[src/rtl/core/one_wire_master_assert.svh]
// Assertion macros for the 1-Wire master RTL.
`ifndef ONE_WIRE_MASTER_ASSERT_SVH
`define ONE_WIRE_MASTER_ASSERT_SVH

// Clocked assertion that is switched off while reset is high.
`define OWM_ASSERT(lbl, prop, msg) \
  lbl: assert property (@(posedge clk) disable iff (rst) prop) else $error(msg);

// Clocked assertion that also holds during reset.
`define OWM_ASSERT_ALWAYS(lbl, prop, msg) \
  lbl: assert property (@(posedge clk) prop) else $error(msg);

`endif

[src/rtl/core/owm_pkg.sv]
// Shared types, codes and constants of the 1-Wire bus master.
`default_nettype none

package owm_pkg;

  // Default number of bits in one transferred byte.
  localparam int BYTE_BITS_DEF = 8;

  // Field widths.
  localparam int CMD_W      = 2;
  localparam int DATA_W     = 8;
  localparam int LONG_W     = 10;
  localparam int SHORT_W    = 7;
  localparam int CFG_IDX_W  = 3;
  localparam int CFG_DATA_W = LONG_W;

  // Register reset values.
  localparam logic [LONG_W-1:0]  RESET_LOW_DEF    = 10'd480;
  localparam logic [LONG_W-1:0]  PRESENCE_DEF     = 10'd80;
  localparam logic [LONG_W-1:0]  RESET_TAIL_DEF   = 10'd400;
  localparam logic [SHORT_W-1:0] WRITE_ONE_DEF    = 7'd5;
  localparam logic [SHORT_W-1:0] WRITE_ZERO_DEF   = 7'd60;
  localparam logic [SHORT_W-1:0] READ_LOW_DEF     = 7'd1;
  localparam logic [SHORT_W-1:0] READ_SAMPLE_DEF  = 7'd14;
  localparam logic [SHORT_W-1:0] SLOT_LENGTH_DEF  = 7'd60;

  // Command codes.
  typedef enum logic [CMD_W-1:0] {
    CMD_NONE  = 2'd0,
    CMD_RESET = 2'd1,
    CMD_WRITE = 2'd2,
    CMD_READ  = 2'd3
  } cmd_e;

  // Configuration register indexes.
  typedef enum logic [CFG_IDX_W-1:0] {
    REG_RESET_LOW   = 3'd0,
    REG_PRES_WAIT   = 3'd1,
    REG_RESET_TAIL  = 3'd2,
    REG_WRITE_ONE   = 3'd3,
    REG_WRITE_ZERO  = 3'd4,
    REG_READ_LOW    = 3'd5,
    REG_READ_SAMPLE = 3'd6,
    REG_SLOT_LENGTH = 3'd7
  } reg_idx_e;

  // Bus sequencer phases.
  typedef enum logic [2:0] {
    PH_IDLE,
    PH_RST_LOW,
    PH_RST_WAIT,
    PH_RST_TAIL,
    PH_WRITE,
    PH_READ
  } phase_e;

  // Timing configuration seen by the sequencer.
  typedef struct packed {
    logic [LONG_W-1:0]  reset_low_time;
    logic [LONG_W-1:0]  presence_wait;
    logic [LONG_W-1:0]  reset_tail_time;
    logic [SHORT_W-1:0] write_one_low;
    logic [SHORT_W-1:0] write_zero_low;
    logic [SHORT_W-1:0] read_low;
    logic [SHORT_W-1:0] read_sample_delay;
    logic [SHORT_W-1:0] slot_length;
  } cfg_t;

  // One input item.
  typedef struct packed {
    logic [CMD_W-1:0]  cmd;
    logic [DATA_W-1:0] tx_byte;
    logic              line_in;
  } item_t;

  // One result item.
  typedef struct packed {
    logic              drive_low;
    logic              busy_res;
    logic              done_res;
    logic [DATA_W-1:0] rx_byte;
    logic              presence;
  } res_t;

endpackage

`default_nettype wire

[src/rtl/core/owm_if.sv]
// Valid/ready channel interfaces for the command and result streams.
`default_nettype none

interface owm_cmd_if;
  import owm_pkg::*;
  logic              valid;
  logic              ready;
  logic [CMD_W-1:0]  cmd;
  logic [DATA_W-1:0] tx_byte;
  logic              line_in;

  modport source (output valid, output cmd, output tx_byte, output line_in, input ready);
  modport sink   (input valid, input cmd, input tx_byte, input line_in, output ready);
endinterface

interface owm_res_if;
  import owm_pkg::*;
  logic              valid;
  logic              ready;
  logic              drive_low;
  logic              busy_res;
  logic              done_res;
  logic [DATA_W-1:0] rx_byte;
  logic              presence;

  modport source (output valid, output drive_low, output busy_res, output done_res,
                  output rx_byte, output presence, input ready);
  modport sink   (input valid, input drive_low, input busy_res, input done_res,
                  input rx_byte, input presence, output ready);
endinterface

`default_nettype wire

[src/rtl/core/owm_cfg.sv]
// Configuration register file of the 1-Wire master.
`default_nettype none

module owm_cfg (
  input  logic                           clk,
  input  logic                           rst,
  input  logic                           cfg_we,
  input  logic [owm_pkg::CFG_IDX_W-1:0]  cfg_index,
  input  logic [owm_pkg::CFG_DATA_W-1:0] cfg_wdata,
  output owm_pkg::cfg_t                  cfg
);
  import owm_pkg::*;

  // Register writes decode the index; every index has a register.
  always_ff @(posedge clk) begin
    if (rst) begin
      cfg.reset_low_time    <= RESET_LOW_DEF;
      cfg.presence_wait     <= PRESENCE_DEF;
      cfg.reset_tail_time   <= RESET_TAIL_DEF;
      cfg.write_one_low     <= WRITE_ONE_DEF;
      cfg.write_zero_low    <= WRITE_ZERO_DEF;
      cfg.read_low          <= READ_LOW_DEF;
      cfg.read_sample_delay <= READ_SAMPLE_DEF;
      cfg.slot_length       <= SLOT_LENGTH_DEF;
    end else if (cfg_we) begin
      unique case (cfg_index)
        REG_RESET_LOW:   cfg.reset_low_time    <= cfg_wdata[LONG_W-1:0];
        REG_PRES_WAIT:   cfg.presence_wait     <= cfg_wdata[LONG_W-1:0];
        REG_RESET_TAIL:  cfg.reset_tail_time   <= cfg_wdata[LONG_W-1:0];
        REG_WRITE_ONE:   cfg.write_one_low     <= cfg_wdata[SHORT_W-1:0];
        REG_WRITE_ZERO:  cfg.write_zero_low    <= cfg_wdata[SHORT_W-1:0];
        REG_READ_LOW:    cfg.read_low          <= cfg_wdata[SHORT_W-1:0];
        REG_READ_SAMPLE: cfg.read_sample_delay <= cfg_wdata[SHORT_W-1:0];
        REG_SLOT_LENGTH: cfg.slot_length       <= cfg_wdata[SHORT_W-1:0];
        default: ;
      endcase
    end
  end

endmodule

`default_nettype wire

[src/rtl/core/owm_engine.sv]
// Bus sequencer: state registers and the one-tick step logic.
`default_nettype none

module owm_engine #(
  parameter int BYTE_BITS = owm_pkg::BYTE_BITS_DEF
) (
  input  logic           clk,
  input  logic           rst,
  input  logic           advance,
  input  owm_pkg::item_t item,
  input  owm_pkg::cfg_t  cfg,
  output owm_pkg::res_t  res
);
  import owm_pkg::*;

  localparam int BI_W = (BYTE_BITS > 1) ? $clog2(BYTE_BITS) : 1;
  localparam logic [BI_W-1:0] LAST_BIT = BI_W'(BYTE_BITS - 1);

  // Sequencer state.
  phase_e               phase;
  logic [LONG_W-1:0]    tick_count;
  logic [BI_W-1:0]      bit_index;
  logic [BYTE_BITS-1:0] shift_reg;
  logic                 presence_flag;
  logic [DATA_W-1:0]    rx_latch;

  // Next values.
  phase_e               phase_next;
  logic [LONG_W-1:0]    tick_count_next;
  logic [BI_W-1:0]      bit_index_next;
  logic [BYTE_BITS-1:0] shift_reg_next;
  logic                 presence_flag_next;
  logic [DATA_W-1:0]    rx_latch_next;
  logic                 drive;
  logic                 done;

  logic [BYTE_BITS-1:0] tx_ext;
  logic [DATA_W-1:0]    sr_low;
  logic [LONG_W-1:0]    tc_inc;
  logic [LONG_W-1:0]    rst_low_len;
  logic [LONG_W-1:0]    pres_len;
  logic [LONG_W-1:0]    tail_len;
  logic [SHORT_W-1:0]   slot_len;
  logic [SHORT_W-1:0]   slot_last;
  logic [SHORT_W:0]     sample_sum;
  logic [SHORT_W-1:0]   sample_at;
  logic [SHORT_W-1:0]   write_low;

  // Fit the transmit byte into the shift register, and the shift register into a byte.
  for (genvar g = 0; g < BYTE_BITS; g++) begin : g_tx
    if (g < DATA_W) begin : g_bit
      assign tx_ext[g] = item.tx_byte[g];
    end else begin : g_pad
      assign tx_ext[g] = 1'b0;
    end
  end

  for (genvar g = 0; g < DATA_W; g++) begin : g_rx
    if (g < BYTE_BITS) begin : g_bit
      assign sr_low[g] = shift_reg[g];
    end else begin : g_pad
      assign sr_low[g] = 1'b0;
    end
  end

  // Segment lengths; a zero length counts as one tick.
  always_comb begin
    rst_low_len = (cfg.reset_low_time  == '0) ? LONG_W'(1) : cfg.reset_low_time;
    pres_len    = (cfg.presence_wait   == '0) ? LONG_W'(1) : cfg.presence_wait;
    tail_len    = (cfg.reset_tail_time == '0) ? LONG_W'(1) : cfg.reset_tail_time;
    slot_len    = (cfg.slot_length     == '0) ? SHORT_W'(1) : cfg.slot_length;
    slot_last   = slot_len - SHORT_W'(1);
    sample_sum  = {1'b0, cfg.read_low} + {1'b0, cfg.read_sample_delay};
    sample_at   = (sample_sum > {1'b0, slot_last}) ? slot_last : sample_sum[SHORT_W-1:0];
  end

  // One microsecond of bus activity.
  always_comb begin
    phase_next         = phase;
    tick_count_next    = tick_count;
    bit_index_next     = bit_index;
    shift_reg_next     = shift_reg;
    presence_flag_next = presence_flag;
    rx_latch_next      = rx_latch;
    drive              = 1'b0;
    done               = 1'b0;
    write_low          = '0;

    // A command starts on the tick it arrives, but only when idle.
    if (phase == PH_IDLE && item.cmd != CMD_NONE) begin
      tick_count_next = '0;
      bit_index_next  = '0;
      case (item.cmd)
        CMD_RESET: phase_next = PH_RST_LOW;
        CMD_WRITE: begin
          phase_next     = PH_WRITE;
          shift_reg_next = tx_ext;
        end
        CMD_READ: begin
          phase_next     = PH_READ;
          shift_reg_next = '0;
        end
        default: ;
      endcase
    end

    tc_inc = tick_count_next + LONG_W'(1);

    unique case (phase_next)
      PH_IDLE: ;
      PH_RST_LOW: begin
        drive           = 1'b1;
        tick_count_next = tc_inc;
        if (tc_inc >= rst_low_len) begin
          phase_next      = PH_RST_WAIT;
          tick_count_next = '0;
        end
      end
      PH_RST_WAIT: begin
        tick_count_next = tc_inc;
        if (tc_inc >= pres_len) begin
          phase_next      = PH_RST_TAIL;
          tick_count_next = '0;
        end
      end
      PH_RST_TAIL: begin
        // A device answers by holding the line low.
        if (tick_count_next == '0) begin
          presence_flag_next = ~item.line_in;
        end
        tick_count_next = tc_inc;
        if (tc_inc >= tail_len) begin
          phase_next      = PH_IDLE;
          tick_count_next = '0;
          done            = 1'b1;
        end
      end
      PH_WRITE: begin
        if (tick_count_next < {3'b0, slot_len}) begin
          write_low       = shift_reg_next[0] ? cfg.write_one_low : cfg.write_zero_low;
          drive           = tick_count_next < {3'b0, write_low};
          tick_count_next = tc_inc;
        end else begin
          // Recovery tick: move to the next bit or finish.
          shift_reg_next  = shift_reg_next >> 1;
          tick_count_next = '0;
          if (bit_index_next == LAST_BIT) begin
            phase_next     = PH_IDLE;
            bit_index_next = '0;
            done           = 1'b1;
          end else begin
            bit_index_next = bit_index_next + BI_W'(1);
          end
        end
      end
      PH_READ: begin
        if (tick_count_next < {3'b0, slot_len}) begin
          drive = tick_count_next < {3'b0, cfg.read_low};
          if (tick_count_next == {3'b0, sample_at}) begin
            shift_reg_next                = shift_reg_next >> 1;
            shift_reg_next[BYTE_BITS-1]   = item.line_in;
          end
          tick_count_next = tc_inc;
        end else begin
          tick_count_next = '0;
          if (bit_index_next == LAST_BIT) begin
            phase_next     = PH_IDLE;
            bit_index_next = '0;
            done           = 1'b1;
            rx_latch_next  = sr_low;
          end else begin
            bit_index_next = bit_index_next + BI_W'(1);
          end
        end
      end
      default: begin
        phase_next      = PH_IDLE;
        tick_count_next = '0;
      end
    endcase
  end

  // Result of this tick.
  always_comb begin
    res.drive_low = drive;
    res.busy_res  = (phase_next != PH_IDLE) || done;
    res.done_res  = done;
    res.rx_byte   = rx_latch_next;
    res.presence  = presence_flag_next;
  end

  // State moves on with each item that passes through.
  always_ff @(posedge clk) begin
    if (rst) begin
      phase         <= PH_IDLE;
      tick_count    <= '0;
      bit_index     <= '0;
      shift_reg     <= '0;
      presence_flag <= 1'b0;
      rx_latch      <= '0;
    end else if (advance) begin
      phase         <= phase_next;
      tick_count    <= tick_count_next;
      bit_index     <= bit_index_next;
      shift_reg     <= shift_reg_next;
      presence_flag <= presence_flag_next;
      rx_latch      <= rx_latch_next;
    end
  end

endmodule

`default_nettype wire

[src/rtl/core/one_wire_master.sv]
// Top level of the 1-Wire bus master: input register, sequencer and result register.
//
// Each command transfer is one microsecond of bus time and produces exactly one result
// transfer. With the result side ready, a command transfer is taken in every clock cycle
// and its result is offered after it has passed the input register and the result register.
// The sequencer step is a single pass of logic from the input register into the result
// register. While a result waits to be taken, the input register holds one more command and
// the input then stalls until the result leaves. A command is started only from idle;
// commands during a reset, write or read are ignored. Timing registers may be written only
// while the block is idle and both stages are empty.
`default_nettype none

module one_wire_master #(
  parameter int BYTE_BITS = owm_pkg::BYTE_BITS_DEF
) (
  input  logic                           clk,
  input  logic                           rst,
  owm_cmd_if.sink                        cmd_ch,
  owm_res_if.source                      res_ch,
  input  logic                           cfg_we,
  input  logic [owm_pkg::CFG_IDX_W-1:0]  cfg_index,
  input  logic [owm_pkg::CFG_DATA_W-1:0] cfg_wdata
);
  import owm_pkg::*;

  `include "one_wire_master_assert.svh"

  cfg_t  cfg;
  item_t item_q;
  logic  item_valid;
  res_t  res_next;
  res_t  res_q;
  logic  res_valid;
  logic  advance;

  // The input stage moves on when the result register is free or being read.
  assign advance      = item_valid && (!res_valid || res_ch.ready);
  assign cmd_ch.ready = !item_valid || advance;

  // Input register.
  always_ff @(posedge clk) begin
    if (rst) begin
      item_valid <= 1'b0;
    end else if (cmd_ch.ready) begin
      item_valid <= cmd_ch.valid;
    end
  end

  always_ff @(posedge clk) begin
    if (cmd_ch.ready && cmd_ch.valid) begin
      item_q.cmd     <= cmd_ch.cmd;
      item_q.tx_byte <= cmd_ch.tx_byte;
      item_q.line_in <= cmd_ch.line_in;
    end
  end

  owm_cfg u_cfg (
    .clk       (clk),
    .rst       (rst),
    .cfg_we    (cfg_we),
    .cfg_index (cfg_index),
    .cfg_wdata (cfg_wdata),
    .cfg       (cfg)
  );

  owm_engine #(
    .BYTE_BITS (BYTE_BITS)
  ) u_engine (
    .clk     (clk),
    .rst     (rst),
    .advance (advance),
    .item    (item_q),
    .cfg     (cfg),
    .res     (res_next)
  );

  // Result register.
  always_ff @(posedge clk) begin
    if (rst) begin
      res_valid <= 1'b0;
    end else if (advance) begin
      res_valid <= 1'b1;
    end else if (res_ch.ready) begin
      res_valid <= 1'b0;
    end
  end

  always_ff @(posedge clk) begin
    if (advance) begin
      res_q <= res_next;
    end
  end

  assign res_ch.valid     = res_valid;
  assign res_ch.drive_low = res_q.drive_low;
  assign res_ch.busy_res  = res_q.busy_res;
  assign res_ch.done_res  = res_q.done_res;
  assign res_ch.rx_byte   = res_q.rx_byte;
  assign res_ch.presence  = res_q.presence;

  // Checks on the pipeline and the result contents.
  `OWM_ASSERT(a_advance_fills, advance |=> res_valid, "result register not filled")
  `OWM_ASSERT(a_no_overwrite, res_valid && !res_ch.ready |-> !advance, "result overwritten")
  `OWM_ASSERT(a_drive_busy, res_valid && (res_q.drive_low || res_q.done_res) |-> res_q.busy_res,
    "bus activity reported while not busy")
  `OWM_ASSERT_ALWAYS(a_reset_empty, rst |=> !res_valid && !item_valid,
    "pipeline not empty after reset")

endmodule

`default_nettype wire
[src/flat_wrapper.sv]
// flat-port wrapper written by rule: the top's interface ports become plain ports
module one_wire_master_flat import owm_pkg::*;
#(
  parameter int BYTE_BITS = owm_pkg::BYTE_BITS_DEF
)
  (clk, rst, cfg_we, cfg_index, cfg_wdata, cmd_ch_valid, cmd_ch_cmd, cmd_ch_tx_byte, cmd_ch_line_in, cmd_ch_ready, res_ch_valid, res_ch_drive_low, res_ch_busy_res, res_ch_done_res, res_ch_rx_byte, res_ch_presence, res_ch_ready);
  owm_cmd_if cmd_ch_i ();
  owm_res_if res_ch_i ();
  input  logic clk;
  input  logic rst;
  input  logic cfg_we;
  input  logic [owm_pkg::CFG_IDX_W-1:0] cfg_index;
  input  logic [owm_pkg::CFG_DATA_W-1:0] cfg_wdata;
  input wire logic [$bits(cmd_ch_i.valid)-1:0] cmd_ch_valid;
  input wire logic [$bits(cmd_ch_i.cmd)-1:0] cmd_ch_cmd;
  input wire logic [$bits(cmd_ch_i.tx_byte)-1:0] cmd_ch_tx_byte;
  input wire logic [$bits(cmd_ch_i.line_in)-1:0] cmd_ch_line_in;
  output wire logic [$bits(cmd_ch_i.ready)-1:0] cmd_ch_ready;
  output wire logic [$bits(res_ch_i.valid)-1:0] res_ch_valid;
  output wire logic [$bits(res_ch_i.drive_low)-1:0] res_ch_drive_low;
  output wire logic [$bits(res_ch_i.busy_res)-1:0] res_ch_busy_res;
  output wire logic [$bits(res_ch_i.done_res)-1:0] res_ch_done_res;
  output wire logic [$bits(res_ch_i.rx_byte)-1:0] res_ch_rx_byte;
  output wire logic [$bits(res_ch_i.presence)-1:0] res_ch_presence;
  input wire logic [$bits(res_ch_i.ready)-1:0] res_ch_ready;
  assign cmd_ch_i.valid = cmd_ch_valid;
  assign cmd_ch_i.cmd = cmd_ch_cmd;
  assign cmd_ch_i.tx_byte = cmd_ch_tx_byte;
  assign cmd_ch_i.line_in = cmd_ch_line_in;
  assign cmd_ch_ready = cmd_ch_i.ready;
  assign res_ch_valid = res_ch_i.valid;
  assign res_ch_drive_low = res_ch_i.drive_low;
  assign res_ch_busy_res = res_ch_i.busy_res;
  assign res_ch_done_res = res_ch_i.done_res;
  assign res_ch_rx_byte = res_ch_i.rx_byte;
  assign res_ch_presence = res_ch_i.presence;
  assign res_ch_i.ready = res_ch_ready;
  one_wire_master #(.BYTE_BITS(BYTE_BITS)) u_core (.clk(clk), .rst(rst), .cmd_ch(cmd_ch_i), .res_ch(res_ch_i), .cfg_we(cfg_we), .cfg_index(cfg_index), .cfg_wdata(cfg_wdata));
endmodule
[config.mk]
export PLATFORM = sky130hd
export DESIGN_NAME = one_wire_master_flat
export DESIGN_NICKNAME = d
export VERILOG_FILES = /design/src/rtl/core/owm_pkg.sv /design/src/rtl/core/owm_if.sv /design/src/rtl/core/owm_cfg.sv /design/src/rtl/core/owm_engine.sv /design/src/rtl/core/one_wire_master.sv /design/src/flat_wrapper.sv
export VERILOG_INCLUDE_DIRS = /design/src /design/src/rtl/core
export SDC_FILE = /design/constraint.sdc
export NUM_CORES = 1
export LEC_CHECK = 0
export BUFFER_PORTS_ARGS = -buffer_cell sky130_fd_sc_hd__clkbuf_2
export CORE_ASPECT_RATIO = 1.2
export CORE_MARGIN = 2
export CORE_UTILIZATION = 51
export CTS_BUF_LIST = sky130_fd_sc_hd__clkbuf_8 sky130_fd_sc_hd__clkbuf_16
export DETAILED_ROUTE_END_ITERATION = 8
export GPL_ROUTABILITY_DRIVEN = 0
export MAX_ROUTING_LAYER = met4
export PLACE_DENSITY = 0.69
export SYNTH_ARGS = -nofsm -noshare
export SYNTH_HDL_FRONTEND = slang
export SYNTH_SLANG_ARGS = --single-unit
[constraint.sdc]
create_clock -name clk -period 11.95 [get_ports clk]
set_clock_uncertainty 0.05 [all_clocks]
set_input_delay 1.195 -clock clk [delete_from_list [all_inputs] [get_ports clk]]
set_output_delay 1.195 -clock clk [all_outputs]
set_load 0.05 [all_outputs]
==> summary.md <==
| Metric | Value |
|---|---|
| Status | `completed` |
| Power Dens Cells | `125 nW/um^2` |
| Data required time at the worst endpoint | `12,210 ps` |
| Reg clk slew, reported paths | `60 ps` |
| Leak | `3.45 nW` |
| Grt peak-use layer | `met2` |
| Clock sink total | `123` |
| Cells resized by post-CTS repair | `0` |
| Initial antenna violation count | `0` |
| Post-Route WL | `18,400 microns` |
| VDD IR-drop max | `0.0785 mV` |
| Core Box Area | `14,400 sq um` |
| Critical Path Slowest Stage Cell | `or4_1` |
| GR Layer Usage met2 | `0.417` |
| Mapped Nets | `966` |
| Setup-failing EPs final | `0` |
| # IOs | `43` |
| R2R Path End | `u_core.u_engine.shift_reg[7]$_SDFFE_PP0P_` |
| # nets final | `991` |
| Max frequency | `201 MHz` |
| Number of max-cap violations | `0` |
| Period minus WS final | `4980 ps` |
| FP Rows | `48` |
| Worst hold path class | `reg -> reg` |
| Number of warnings issued by yosys | `0` |
| Worst R2R Setup Slack | `6970 ps` |
| Antenna diodes | `0` |
| Htree depth | `4` |
| CTS tree | `done` |
| Top reg by flops | `u_core.u_cfg.cfg` |
| Vias in the first global route | `5,945` |
| Worst Max-Slew Pin Slew | `1160 ps` |
| Post-Synthesis Cells | `869` |
| Dominant synthesized flop cell | `dfxtp_1` |
| Slew Limit Headroom | `0.223` |
| Critical path arrival | `5240 ps` |
| Die span in y | `137 microns` |
| R2r startpoint | `u_core.u_cfg.cfg[5]$_SDFFE_PP1P_` |
| Die X | `115 microns` |
| Root buffer selected by CTS | `clkbuf_16` |
| Area growth from synthesis to layout | `11.4%` |
| PortBufs | `42` |
| Total CTS buffers | `17` |
| Syn Area/Cell | `8.62 sq um` |
| GR Util met1 | `0.296` |
| Die area | `15,700 sq um` |
| CP max stage delay | `500 ps` |
| CP Launch Type | `flip-flop` |
| Clock Latency Late Sink | `430 ps` |
| Final Hold Viols | `0` |
| Largest register FFs | `65` |
| Kind of critical path | `reg -> reg` |
| Met3 global-route usage | `0.0447` |
| Hold-fix buffers, CTS | `0` |
| Fraction of layout cells with a size suffix above 1 | `0.121` |
| Total global-route track usage | `0.253` |
| Mapped Area | `7490 sq um` |
| Count of unique library cells instantiated by Yosys | `77` |
| DR vias | `6,397` |
| Critical Path Fanout Max | `16` |
| CP Cell Sequence | `nor3_1 > a41oi_2 > ha_1 > or3b_1 > nor4_1 > nor2_1 > ha_1 > and3_1 > a211oi_1 > a211oi_1 > buf_4 > or4_1 > and3_1 > nor3_2 > nand4_2 > o31a_1 > a22o_1` |
| Starting density of the core | `0.522` |
| First-pass GRT wire length | `29,900 microns` |
| GRT overflow | `0` |
| Regs by FF count | `u_core.u_cfg.cfg x65, u_core.item_q x11, u_core.u_engine.tick_count x10` |
| Finished Cell Area | `8340 sq um` |
| Deepest clock path buffer count | `2` |
| Filler cells | `1,294` |
| Largest net degree at the start of global routing | `90` |
| Critical Path End | `u_core.u_engine.shift_reg[7]$_SDFFE_PP0P_` |
| DRT iter0 DRCs | `448` |
| Setup repair bufs after CTS | `0` |
| Final Max Tran Viols | `0` |
| Area post-placement | `7790 sq um` |
| RSZ-0062 raised after global routing | `no` |
| Critical path startpoint | `u_core.u_cfg.cfg[5]$_SDFFE_PP1P_` |
| Yosys reg bits | `123` |
| Number of flops mapped to enable cells by yosys | `23` |
| HPWL reported at the end of detailed placement | `13,400 microns` |
| Async SR Flop Fraction | `0` |
| DRT Pass-1 Iters | `5` |
| Post-DR vias/cell | `5.91` |
| Final Cycle Share | `0.416` |
| DRC Markers | `0` |
| Cell depth of the worst flop-to-flop path | `17` |
| Setup TNS | `0 ps` |
| Post-DRT Antenna Nets | `0` |
| Crit. End Element | `flip-flop` |
| Proportion of synthesized chip area in sequential cells | `0.359` |
| Drt wl/cell | `17.0 microns` |
## cell usage after synthesis (14+ instances only)
master / instances / area [sq um]
nor2b_1: 17 / 106
o21ai_0: 23 / 115
ha_1: 67 / 838
o21ai_1: 14 / 70.1
a211o_1: 19 / 166
edfxtp_1: 23 / 691
inv_1: 58 / 218
nor3_1: 15 / 75.1
nand2_1: 113 / 424
dfxtp_1: 100 / 2000
clkbuf_1: 29 / 109
a21oi_1: 63 / 315
nor2_1: 74 / 278
mux2i_1: 30 / 300
## layout make-up
| cell class | instances | area, sq um | area share |
|---|---|---|---|
| multi-input cells | 645 | 4400 | 0.528 |
| flip-flops and latches | 123 | 2690 | 0.323 |
| clock buffers | 17 | 425 | 0.0510 |
| repair buffers | 48 | 255 | 0.0306 |
| inverters | 59 | 221 | 0.0265 |
| well taps | 175 | 219 | 0.0262 |
| clock inverters | 15 | 128 | 0.0153 |
## worst min-delay path by stage
| stage | from | slack [ps] | endpoint | cells after the start |
|---|---|---|---|---|
| after detailed placement | u_core.u_cfg.cfg[35]$_SDFFE_PP0P_ | 400 | u_core.u_cfg.cfg[35]$_SDFFE_PP0P_ | 2 |
| after global placement | u_core.u_engine.rx_latch[7]$_SDFFE_PP0P_ | 390 | u_core.u_engine.rx_latch[7]$_SDFFE_PP0P_ | 2 |
| after global routing | u_core.u_engine.presence_flag$_SDFFE_PP0P_ | 420 | u_core.u_engine.presence_flag$_SDFFE_PP0P_ | 2 |
| final | u_core.u_cfg.cfg[35]$_SDFFE_PP0P_ | 400 | u_core.u_cfg.cfg[35]$_SDFFE_PP0P_ | 2 |
| after floorplan | u_core.u_engine.rx_latch[0]$_SDFFE_PP0P_ | 380 | u_core.u_engine.rx_latch[0]$_SDFFE_PP0P_ | 2 |
| after CTS | u_core.u_cfg.cfg[35]$_SDFFE_PP0P_ | 400 | u_core.u_cfg.cfg[35]$_SDFFE_PP0P_ | 2 |
## logic make-up (layout without fill, tap and decap cells)
logic type | after synthesis | count (layout) | synth area share
AOI/OAI and AO/OA | 211 | 211 | 0.197
xor gates and xnor gates | 15 | 15 | 0.0175
adders and majority gates | 68 | 68 | 0.115
buffers and inverters | 101 | 139 | 0.0536
DFF | 123 | 123 | 0.359
muxes | 42 | 42 | 0.0596
and+or+nand+nor | 309 | 309 | 0.199
## metal layers
| layer | vias up | routed length [microns] |
|---|---|---|
| met5 | - | 0 |
| met1 | 3015 | 8040 |
| li1 | 3150 | - |
| met4 | 0 | 668 |
| met2 | 182 | 8810 |
| met3 | 50 | 889 |
## report_power, final
part / leakage (nW) / switching (mW) / internal, mW
Combinational: 2.16 / 0.0783 / 0.0433
Sequential: 1.03 / 0.00924 / 0.435
Clock: 0.262 / 0.195 / 0.284
## critical path: cells and delay by family, from the launching register on
kind	cells	cell delay, ps
AND/OR/NAND/NOR	9	2430
AO/OA/AOI/OAI	5	1210
adder cells (fa/ha/maj)	2	550
flip-flops	1	440
buffers and inverters	1	180
## layout by cell type (no fill, tap or decap), drive strengths merged, types with 23 or more instances in the layout
cell type / instances
ha: 67
mux2i: 31
inv: 59
a21oi: 63
nand2: 114
o21ai: 39
nor2: 75
dfxtp: 100
edfxtp: 23
clkbuf: 59
## per-stage QoR
step                utilization  std cells  hold WS [ps]  setup WS [ps]  power (mW)
global route              0.581       1082           422           6620        1.08
global placement          0.543       1050           390           7210       0.573
floorplan                     -        869           383           7720       0.540
detailed placement        0.543       1050           397           7040       0.574
finish                    0.581       1082           404           6970        1.04
CTS                       0.581       1082           405           7010        1.05
No activity file was read; power rests on OpenSTA's default activity.
